===== config.mk =====
export PLATFORM = sky130hd
export DESIGN_NAME = dq_ctrl
export DESIGN_NICKNAME = d
export VERILOG_FILES = /design/src/hdl/dq_pkg.sv /design/src/hdl/dq_ctrl.sv
export SDC_FILE = /design/constraint.sdc
export NUM_CORES = 1
export LEC_CHECK = 0
export BUFFER_PORTS_ARGS = -buffer_cell sky130_fd_sc_hd__clkbuf_2
export CORE_MARGIN = 4
export CORE_UTILIZATION = 30
export DETAILED_ROUTE_END_ITERATION = 12
export PLACE_DENSITY = 0.64
export SYNTH_ARGS = -nofsm -noshare
export SYNTH_HDL_FRONTEND = slang
export SYNTH_SLANG_ARGS = --single-unit

===== constraint.sdc =====
create_clock -name clk -period 8.4 [get_ports clk]
set_input_delay 1.68 -clock clk [delete_from_list [all_inputs] [get_ports clk]]
set_output_delay 1.68 -clock clk [all_outputs]
set_load 0.1 [all_outputs]

===== src/hdl/dq_pkg.sv =====
package dq_pkg;

    // word width of the stored items
    localparam int WORD_W = 32;

    // default number of entries in the ring
    localparam int DEPTH_DEF = 1024;

    // request codes
    typedef enum logic [2:0] {
        OP_PUSH_BACK  = 3'd0,
        OP_PUSH_FRONT = 3'd1,
        OP_POP_FRONT  = 3'd2,
        OP_POP_BACK   = 3'd3,
        OP_PEEK_BACK  = 3'd4,
        OP_PEEK_FRONT = 3'd5,
        OP_SIZE       = 3'd6,
        OP_CLEAR      = 3'd7
    } op_t;

    // result status codes
    typedef enum logic [1:0] {
        ST_OK    = 2'd0,
        ST_EMPTY = 2'd1,
        ST_FULL  = 2'd2
    } status_t;

    // result description handed from the pointer logic to the output stage
    typedef struct packed {
        status_t             status;
        logic                use_mem;
        logic [WORD_W-1:0]   imm_data;
    } res_info_t;

endpackage


===== src/hdl/dq_ctrl.sv =====
module dq_ctrl #(
    parameter int DEPTH = dq_pkg::DEPTH_DEF
) (
    input  logic                                         clk,
    input  logic                                         rst_n,
    input  logic                                         accept,
    input  dq_pkg::op_t                                  func,
    input  logic [dq_pkg::WORD_W-1:0]                    value,
    output logic                                         wr_en,
    output logic [((DEPTH > 1) ? $clog2(DEPTH) : 1)-1:0] wr_addr,
    output logic [dq_pkg::WORD_W-1:0]                    wr_data,
    output logic                                         rd_en,
    output logic [((DEPTH > 1) ? $clog2(DEPTH) : 1)-1:0] rd_addr,
    output dq_pkg::res_info_t                            info,
    output logic [$clog2(DEPTH + 1)-1:0]                 count_next
);

    localparam int AW = (DEPTH > 1) ? $clog2(DEPTH) : 1;
    localparam int CW = $clog2(DEPTH + 1);
    localparam int SW = CW + 1;
    localparam logic [SW-1:0] DEPTH_S = SW'(DEPTH);
    localparam logic [CW-1:0] DEPTH_C = CW'(DEPTH);
    localparam logic [AW-1:0] LAST_A  = AW'(DEPTH - 1);

    logic [AW-1:0] head_reg;
    logic [AW-1:0] head_next;
    logic [CW-1:0] occ_reg;
    logic [CW-1:0] occ_next;

    logic [SW-1:0] tail_sum;
    logic [SW-1:0] last_sum;
    logic [AW-1:0] tail_addr;
    logic [AW-1:0] last_addr;
    logic [AW-1:0] head_inc;
    logic [AW-1:0] head_dec;
    logic          full;
    logic          empty;

    // ring positions, each wrapped by one compare
    always_comb
    begin
        tail_sum  = SW'(head_reg) + SW'(occ_reg);
        last_sum  = tail_sum - SW'(1);
        tail_addr = (tail_sum >= DEPTH_S) ? AW'(tail_sum - DEPTH_S) : AW'(tail_sum);
        last_addr = (last_sum >= DEPTH_S) ? AW'(last_sum - DEPTH_S) : AW'(last_sum);
        head_inc  = (head_reg == LAST_A) ? '0 : head_reg + AW'(1);
        head_dec  = (head_reg == '0) ? LAST_A : head_reg - AW'(1);
        full      = (occ_reg == DEPTH_C);
        empty     = (occ_reg == '0);
    end

    always_comb
    begin
        head_next     = head_reg;
        occ_next      = occ_reg;
        wr_en         = 1'b0;
        wr_addr       = tail_addr;
        wr_data       = value;
        rd_en         = 1'b0;
        rd_addr       = head_reg;
        info.status   = dq_pkg::ST_OK;
        info.use_mem  = 1'b0;
        info.imm_data = '0;
        case (func)
            dq_pkg::OP_PUSH_BACK:
            begin
                if (full)
                begin
                    info.status = dq_pkg::ST_FULL;
                end
                else
                begin
                    wr_en    = accept;
                    occ_next = occ_reg + CW'(1);
                end
            end
            dq_pkg::OP_PUSH_FRONT:
            begin
                wr_addr = head_dec;
                if (full)
                begin
                    info.status = dq_pkg::ST_FULL;
                end
                else
                begin
                    wr_en     = accept;
                    head_next = head_dec;
                    occ_next  = occ_reg + CW'(1);
                end
            end
            dq_pkg::OP_POP_FRONT, dq_pkg::OP_PEEK_FRONT:
            begin
                if (empty)
                begin
                    info.status = dq_pkg::ST_EMPTY;
                end
                else
                begin
                    rd_en        = accept;
                    info.use_mem = 1'b1;
                    if (func == dq_pkg::OP_POP_FRONT)
                    begin
                        head_next = head_inc;
                        occ_next  = occ_reg - CW'(1);
                    end
                end
            end
            dq_pkg::OP_POP_BACK, dq_pkg::OP_PEEK_BACK:
            begin
                rd_addr = last_addr;
                if (empty)
                begin
                    info.status = dq_pkg::ST_EMPTY;
                end
                else
                begin
                    rd_en        = accept;
                    info.use_mem = 1'b1;
                    if (func == dq_pkg::OP_POP_BACK)
                    begin
                        occ_next = occ_reg - CW'(1);
                    end
                end
            end
            dq_pkg::OP_SIZE:
            begin
                info.imm_data = dq_pkg::WORD_W'(occ_reg);
            end
            dq_pkg::OP_CLEAR:
            begin
                head_next = tail_addr;
                occ_next  = '0;
            end
            default:
            begin
                head_next = head_reg;
            end
        endcase
    end

    assign count_next = occ_next;

    always_ff @(posedge clk or negedge rst_n)
    begin
        if (!rst_n)
        begin
            head_reg <= '0;
            occ_reg  <= '0;
        end
        else if (accept)
        begin
            head_reg <= head_next;
            occ_reg  <= occ_next;
        end
    end

`ifndef ASSERT_OFF
    a_occ_bound: assert property (@(posedge clk) disable iff (!rst_n)
        occ_reg <= DEPTH_C)
        else $error("occupancy beyond depth");

    a_head_bound: assert property (@(posedge clk) disable iff (!rst_n)
        head_reg <= LAST_A)
        else $error("head index beyond last entry");

    a_one_port: assert property (@(posedge clk) disable iff (!rst_n)
        !(wr_en && rd_en))
        else $error("write and read issued for one item");
`endif

endmodule


==> results of run 1 <==
## tightest hold or removal path, delay by kind of cell, from the launching register on
family / cells / cell delay [ps]
flip-flops: 1 / 510
AO/OA/AOI/OAI: 2 / 200
## final timing paths
| check | from | to | slack [ps] | depth (start not counted) |
|---|---|---|---|---|
| setup / recovery | func[1] | count_next[7] | 2540 | 8 |
| hold / removal | head_reg[8]$_DFFE_PN0P_ | head_reg[8]$_DFFE_PN0P_ | 750 | 2 |
| setup reg to reg | occ_reg[0]$_DFFE_PN0P_ | occ_reg[9]$_DFFE_PN0P_ | 5410 | 8 |
| hold reg to reg | head_reg[8]$_DFFE_PN0P_ | head_reg[8]$_DFFE_PN0P_ | 750 | 2 |
| max in group asynchronous | rst_n | occ_reg[1]$_DFFE_PN0P_ | 6570 | 1 |
| min in group asynchronous | rst_n | occ_reg[7]$_DFFE_PN0P_ | 1420 | 1 |
## metrics by stage
step | setup slack [ps] | std cells | hold WS [ps]
floorplan | 1870 | 544 | 624
finish | 2540 | 681 | 749
CTS | 2630 | 681 | 744
global route | 2340 | 681 | 817
detailed placement | 2640 | 677 | 729
global placement | 2780 | 677 | 722
## synthesized netlist by cell type, types with 14 or more instances
library cell and instances:
inv_1 17, nand3_1 18, and3_1 14, nor2_1 51, o21ai_0 34, nor3_1 16, buf_4 55, dfrtp_1 21
a21oi_1 40, xnor2_1 18, clkbuf_1 28, ha_1 14, nand2_1 39
## final cells by class
type                       count  area, µm²  share of cell area
multi-input combinational    417       2640               0.697
tap                          168        210              0.0554
inverter                      18       67.6              0.0178
timing repair buffer          53        268              0.0706
sequential                    21        526               0.139
clock buffer                   4       78.8              0.0208
## layer usage
layer	routed length [µm]	part of all wire	up-vias
li1	-	-	1825
met1	5160	0.43	1895
met2	5600	0.47	203
met3	968	0.081	23
met4	232	0.019	0
met5	0	0	-
## cells by family after synthesis
logic type | count (synthesis)
simple gates | 184
buf+inv | 106
flops | 21
xor+xnor | 28
fa+ha+maj | 15
compound gates | 162
other cells | 1
mux | 7
==> flow_summary.toml, run 1 <==
[finish]
layout_common_cells = "clkbuf_2 (52), nor2_1 (51), a21oi_1 (40)"
fill_cells = 1314
layout_commonest_cell = "clkbuf_2"
fin_nets = 567
final_area_um2 = 3790
final_util = 0.314
diodes = 0
largest_reg_flops = 11
drive_gt1_frac = 0.146
syn_to_final_growth_pct = 2.40

[job]
cap_violations = 0

[grt]
busiest_layer = "met2"
use_met3 = 0.0271
grtUsageMet1 = 0.214
grt_pass1_wl_um = 19300
use_met2 = 0.268
grt_max_degree = 26
grt_use_total = 0.163
grt_overflow = 0
antenna_found_initial = 0
first_global_vias = 3738

[routing]
vias = 3946
wire_per_inst_um = 17.6
wl_um = 12000
first_iter_violations = 381
drc = 0
ant_nets = 0
dr.pass1.iters = 5
via_per_inst = 5.79

[worst_setup_path]
arrival_ps = 4180
crit_fanout = 22
cp_common_cell = "clkbuf_2"
path_class = "primary input to output pin"
start_kind = "primary input"
critPathBufInv = 3
crit_chain = "clkbuf_2 > clkinv_1 > nor2_1 > nand2_1 > o211ai_1 > a22oi_1 > o21ai_0 > clkbuf_2"
critPathTopFamily = "buffers and inverters"
required_ps = 6720
end_kind = "output pin"
crit_slowest_cell = "nor2_1"
slowest_delay_ps = 500

[logic_synthesis]
ys.flop_type = "dfrtp_1"
synth_area_leaders = "dfrtp_1 (14%), buf_4 (11%), a21oi_1 (5.4%)"
synth_mux_area_frac = 0.0203
yosys_warnings = 0
yosysSeqAreaShare = 0.142
yosys.area_share.simple = 0.251
synthesis.area_um2 = 3700
synth_top_family_by_area = "compound AO/OA/AOI/OAI gates"
synth_cell_types = 71
syn_inst = 524
async_flop_share = 1.00
synth_top_area_cell = "dfrtp_1"
avgSynthCellArea_um2 = 7.07
synth_compound_area_frac = 0.302
synth_adder_area_share = 0.0527
ys_ff_latch = 21
synth_xor_area_frac = 0.0662
synth_edf_count = 0
synth_top_area_share = 0.142

[timing]
tightest_slew_ps = 940
fin_tns_setup_ps = 0
clock.fmax_mhz = 171
slew_viol_final = 0
rsz0062_at_grt = "no"
finalClockSkew_ps = 5.15
hold_viol = 0
relSlewSlack = 0.368
fin_crit_sh = 0.698
min_period_ps = 5860
setup_viol = 0

[clock_tree]
post_cts_resized = 0
cts.sinks = 21
cts_hold_buf = 0
path_clk_slew_ps = 60
cts_buffers = 3
htreeDepth = 1
post_cts_buffers = 0
clk_latency_ps = 270
clockBufferDepth = 2
tritoncts = "built"
root_buffer = "clkbuf_16"

[floorplan]
fp.coreArea_um2 = 12100
start_util = 0.307
die_area_um2 = 14200
row_count = 40
ios = 138
die_w_um = 119
fp.dieH_um = 119

[placement]
placed_cell_area_um2 = 3710
dp_hpwl_um = 8990
portBuffers = 52
gp_congestion = 0.959

[worst_hold_path]
hold_path_class = "flop to flop"

[outcome]
status = "finished clean"
Power of run 1 is left out: the tool's default activity adds up to more than one toggle a clock period on the data nets, which glitch-free logic cannot reach.
==> run 2: changes to the inputs <==
--- a/config.mk
+++ b/config.mk
@@ -5,11 +5,12 @@
 export SDC_FILE = /design/constraint.sdc
 export NUM_CORES = 1
 export LEC_CHECK = 0
+export ABC_AREA = 1
 export BUFFER_PORTS_ARGS = -buffer_cell sky130_fd_sc_hd__clkbuf_2
 export CORE_MARGIN = 4
 export CORE_UTILIZATION = 30
 export DETAILED_ROUTE_END_ITERATION = 12
-export PLACE_DENSITY = 0.64
+export PLACE_DENSITY = 0.66
 export SYNTH_ARGS = -nofsm -noshare
 export SYNTH_HDL_FRONTEND = slang
 export SYNTH_SLANG_ARGS = --single-unit
==> constraint.sdc (replaced) <==
create_clock -name clk -period 5.1 [get_ports clk]
set_input_delay 1.02 -clock clk [delete_from_list [all_inputs] [get_ports clk]]
set_output_delay 1.02 -clock clk [all_outputs]
set_load 0.1 [all_outputs]
==> run 2 against run 1 <==
  * Global-route usage fell by 0.41 points
  * Non-clock buffer count is the same
  * Via count up 3.1%
  * Sequential share of layout area fell by 0.068 points
  * Utilization grew 0.29 points
  * Final cell count rose by 19%
  * Synthesized cell count increased by 25%
  * Setup slack worse by 1800 ps
  * Critical path depth increased by 2
  * Area after synthesis is 0.98% lower
  * Register-to-register slack got worse by 2800 ps
  * Wire length down 3.9%
  * Largest cell class unchanged
==> flow_summary.toml, run 2 <==
[clock_tree]
path_clk_slew_ps = 60
clk_latency_ps = 260
post_cts_buffers = 0
root_buffer = "clkbuf_16"
cts.sinks = 21
clockBufferDepth = 2
htreeDepth = 1
cts_hold_buf = 0
cts_buffers = 3
tritoncts = "built"
post_cts_resized = 0

[grt]
grt_use_total = 0.159
grt_pass1_wl_um = 18500
antenna_found_initial = 0
grt_max_degree = 24
first_global_vias = 3653
grt_overflow = 0

[logic_synthesis]
synth.most_common_cell = "nand2_1"
synth_top_area_cell = "nand2_1"
async_flop_share = 1.00
synth_edf_count = 0
synthesis.area_um2 = 3670
ys.flop_type = "dfrtp_1"
yosysSeqAreaShare = 0.143
synth_area_leaders = "nand2_1 (20%), dfrtp_1 (14%), buf_4 (11%)"
ys_ff_latch = 21
synth_top_area_share = 0.195
avgSynthCellArea_um2 = 5.61
syn_inst = 654
yosys-top-cells-count = "nand2_1 (191), inv_1 (72), nor2_1 (72), nand3_1 (63), buf_4 (53)"
yosys_warnings = 0
synth_cell_types = 37

[timing]
fin_crit_sh = 0.852
whs_ps = 635
hold_viol = 0
relSlewSlack = 0.283
tightest_slew_ps = 1080
setup_viol = 0
fin_tns_setup_ps = 0
finalClockSkew_ps = 3.09
rsz0062_at_grt = "no"
min_period_ps = 4350
clock.fmax_mhz = 230
slew_viol_final = 0

[worst_setup_path]
critPathBufInv = 5
r2r_slack_ps = 2660
crit_chain = "clkbuf_2 > inv_2 > nor2_2 > inv_1 > o21ai_2 > inv_2 > a21oi_1 > nand2_1 > nand3_1 > clkbuf_2"
slowest_delay_ps = 830
start_kind = "primary input"
critPathTopFamily = "compound AO/OA/AOI/OAI gates"
path_class = "primary input to output pin"
crit_fanout = 23
arrival_ps = 3330
required_ps = 4080
crit_slowest_cell = "o21ai_2"
end_kind = "output pin"

[worst_hold_path]
hold_path_class = "flop to flop"

[outcome]
status = "finished clean"

[finish]
largest_reg_flops = 11
final_util = 0.317
layout_common_cells = "nand2_1 (191), inv_1 (72), nor2_1 (72)"
fin_nets = 716
multiInputGateArea_um2 = 2440
instances_no_fill = 809
syn_to_final_growth_pct = 3.92
fill_cells = 1398
layout_commonest_cell = "nand2_1"
diodes = 0
ff_latch_area_um2 = 526
drive_gt1_frac = 0.125

[routing]
vias = 4069
wl_um = 11500
wire_per_inst_um = 14.2
dr.pass1.iters = 5
via_per_inst = 5.03
drc = 0
first_iter_violations = 279
ant_nets = 0

[floorplan]
die_w_um = 119
start_util = 0.305
row_count = 40
die_area_um2 = 14100
ios = 138
fp.dieH_um = 119
fp.coreArea_um2 = 12000

[job]
cap_violations = 0

[placement]
portBuffers = 52
gp_congestion = 0.936
dp_hpwl_um = 9120
dp_cells = 805
run 2: cell count changes in the layout (fill, tap and decap cells not counted), sizes merged, moves of 10 or more:
cell / change
a21oi: -31
xnor2: -16
nand4: +14
inv: +65
nor3: -10
o21ai: +19
and3: -14
nand2: +155
nor2: +26
nand3: +44
run 2: worst register-to-register path, cell delays in order (launching register included):
cell     delay [ps]
dfrtp_1         470
inv_1           230
ha_1            220
nand2_1         100
nor2_4          130
nand2_2         110
nor2_4          130
nand2_1         130
nand2_1         270
inv_1           150
nand2_1          80
nand3_1          60
nand4_1         150
nand2_1          70
nand2_1          70
run 2: through the flow:
stage	instance area [µm²]	setup WS, ps
final	3810	752
after global routing	3810	535
after CTS	3810	780
after detailed placement	3730	822
after global placement	3730	872
after floorplan	3750	320
run 2: metal layers:
layer / vias up / routed length (µm) / share of wire / track usage
li1: 2049 / - / - / -
met1: 1802 / 5390 / 0.47 / 0.224
met2: 203 / 4910 / 0.43 / 0.248
met3: 15 / 1020 / 0.089 / 0.0292
met4: 0 / 182 / 0.016 / 0.0463
met5: - / 0 / 0 / 0
run 2: final timing paths:
| check | start | to | cells after the start |
|---|---|---|---|
| hold reg to reg | occ_reg[6]$_DFFE_PN0P_ | occ_reg[6]$_DFFE_PN0P_ | 2 |
| hold / removal | occ_reg[6]$_DFFE_PN0P_ | occ_reg[6]$_DFFE_PN0P_ | 2 |
| max in group asynchronous | rst_n | head_reg[7]$_DFFE_PN0P_ | 1 |
| min in group asynchronous | rst_n | head_reg[6]$_DFFE_PN0P_ | 1 |
| setup / recovery | func[2] | count_next[7] | 10 |
| setup reg to reg | occ_reg[1]$_DFFE_PN0P_ | occ_reg[3]$_DFFE_PN0P_ | 14 |
run 2: layout make-up:
cell class | instances | share of cell area
multi-input combinational | 500 | 0.639
sequential | 21 | 0.138
inverter | 84 | 0.0827
timing repair buffer | 53 | 0.0703
tap | 147 | 0.0483
clock buffer | 3 | 0.0197
clock inverter | 1 | 0.00197
run 2: cells by family (layout without fill, tap and decap cells):
kind of cell | Yosys count | count (layout) | synth area share
buffers and inverters | 153 | 141 | 0.215
and+or+nand+nor | 375 | 375 | 0.443
AOI/OAI and AO/OA | 79 | 79 | 0.121
xor gates and xnor gates | 10 | 10 | 0.0239
DFF | 21 | 21 | 0.143
other | 1 | 21 | 0.00102
adders and majority gates | 15 | 15 | 0.0532
Power of run 2 is left out for the same reason.
==> run 3: changes to the inputs <==
==> constraint.sdc (replaced) <==
create_clock -name clk -period 5.1 [get_ports clk]
set_input_delay 0.51 -clock clk [delete_from_list [all_inputs] [get_ports clk]]
set_output_delay 0.51 -clock clk [all_outputs]
set_load 0.1 [all_outputs]
==> run 3 against run 2 <==
  * Critical path depth rose by 3
  * Highest routed layer unchanged
  * Sequential share of layout area grew 0.059 points
  * Via count is 0.34% higher
  * First-iteration DRC count up 51%
  * Hold slack lost 380 ps
==> flow_summary.toml, run 3 (synthesized netlist as in run 2, its figures left out) <==
[outcome]
status = "finished clean"

[worst_hold_path]
hold_path_class = "primary input to asynchronous set/reset pin"

[timing]
rsz0062_at_grt = "no"
setup_viol = 0
whs_ps = 257
min_period_ps = 3710
relSlewSlack = 0.349
finalClockSkew_ps = 6.06
clock.fmax_mhz = 270
tightest_slew_ps = 977
slew_viol_final = 0
fin_crit_sh = 0.727
fin_tns_setup_ps = 0
hold_viol = 0

[routing]
drc = 0
wl_um = 11300
first_iter_violations = 421
dr.pass1.iters = 5
wire_per_inst_um = 14.0
vias = 4083
ant_nets = 0
via_per_inst = 5.05

[floorplan]
fp.dieH_um = 119
die_w_um = 119
row_count = 40
start_util = 0.305
fp.coreArea_um2 = 12000
die_area_um2 = 14100
ios = 138

[placement]
portBuffers = 52
gp_congestion = 0.974
dp_hpwl_um = 8910

[grt]
first_global_vias = 3547
grt_pass1_wl_um = 18100
grt_overflow = 0
grt_use_total = 0.156
grt_max_degree = 24
antenna_found_initial = 0

[clock_tree]
clockBufferDepth = 2
cts_hold_buf = 0
path_clk_slew_ps = 70
cts.sinks = 21
htreeDepth = 1
post_cts_buffers = 0
clk_latency_ps = 260
tritoncts = "built"
post_cts_resized = 0
root_buffer = "clkbuf_16"
cts_buffers = 3

[finish]
fill_cells = 1375
syn_to_final_growth_pct = 3.48
fin_nets = 715
layout_common_cells = "nand2_1 (191), inv_1 (72), nor2_1 (72)"
layout_commonest_cell = "nand2_1"
largest_reg_flops = 11
drive_gt1_frac = 0.123
diodes = 0

[worst_setup_path]
crit_chain = "ha_1 > fa_1 > or2_1 > nand2_1 > inv_2 > nor2_1 > nand2_1 > nor2_1 > nand3_1 > nor2_1 > o21ai_0 > o21ai_0 > clkbuf_2"
slowest_delay_ps = 490
cp_common_cell = "nor2_1"
crit_slowest_cell = "clkbuf_2"
path_class = "flop to output pin"
required_ps = 4590
crit_fanout = 8
start_kind = "flop"
end_kind = "output pin"
arrival_ps = 3200

[job]
cap_violations = 0
==> run 3: worst paths after layout <==
kind,endpoint,start,slack (ps),cells after the start
max in group asynchronous,head_reg[2]$_DFFE_PN0P_,rst_n,4430,1
max reg2reg,occ_reg[1]$_DFFE_PN0P_,occ_reg[1]$_DFFE_PN0P_,2660,14
min,head_reg[6]$_DFFE_PN0P_,rst_n,260,1
min in group clk,occ_reg[0]$_DFFE_PN0P_,occ_reg[0]$_DFFE_PN0P_,620,2
max,rd_addr[7],head_reg[0]$_DFFE_PN0P_,1390,13
min reg2reg,occ_reg[0]$_DFFE_PN0P_,occ_reg[0]$_DFFE_PN0P_,620,2
==> run 3: final cells by class <==
class | instances | area (µm²) | area share
multi-input combinational | 500 | 2430 | 0.640
sequential | 21 | 526 | 0.138
inverter | 84 | 315 | 0.0831
timing repair buffer | 52 | 260 | 0.0686
tap | 147 | 184 | 0.0485
clock buffer | 3 | 75.1 | 0.0198
clock inverter | 1 | 5.00 | 0.00132
==> run 3: per-stage QoR <==
step | utilization | instance area, µm² | setup WS, ps | cells
after floorplan | - | 3740 | 683 | 674
after global placement | 0.309 | 3710 | 1760 | 804
after detailed placement | 0.309 | 3710 | 1700 | 804
after CTS | 0.316 | 3790 | 1410 | 808
after global routing | 0.316 | 3790 | 1180 | 808
final | 0.316 | 3790 | 1390 | 808
==> run 3: per-layer routing <==
layer  routed length (µm)  track usage  vias up
li1                     -            -     2055
met1                 5270        0.229     1795
met2                 4790        0.231      216
met3                 1070       0.0254       17
met4                  186       0.0485        0
met5                    0            0        -
==> run 3: worst max-delay path, delay by kind of cell, from the launching register on <==
kind                       cells  cell delay, ps
adders and majority gates      2             700
DFF                            1             460
buffers and inverters          2             560
and+or+nand+nor                7            1010
AOI/OAI and AO/OA              2             210
Power of run 3 is left out for the same reason.
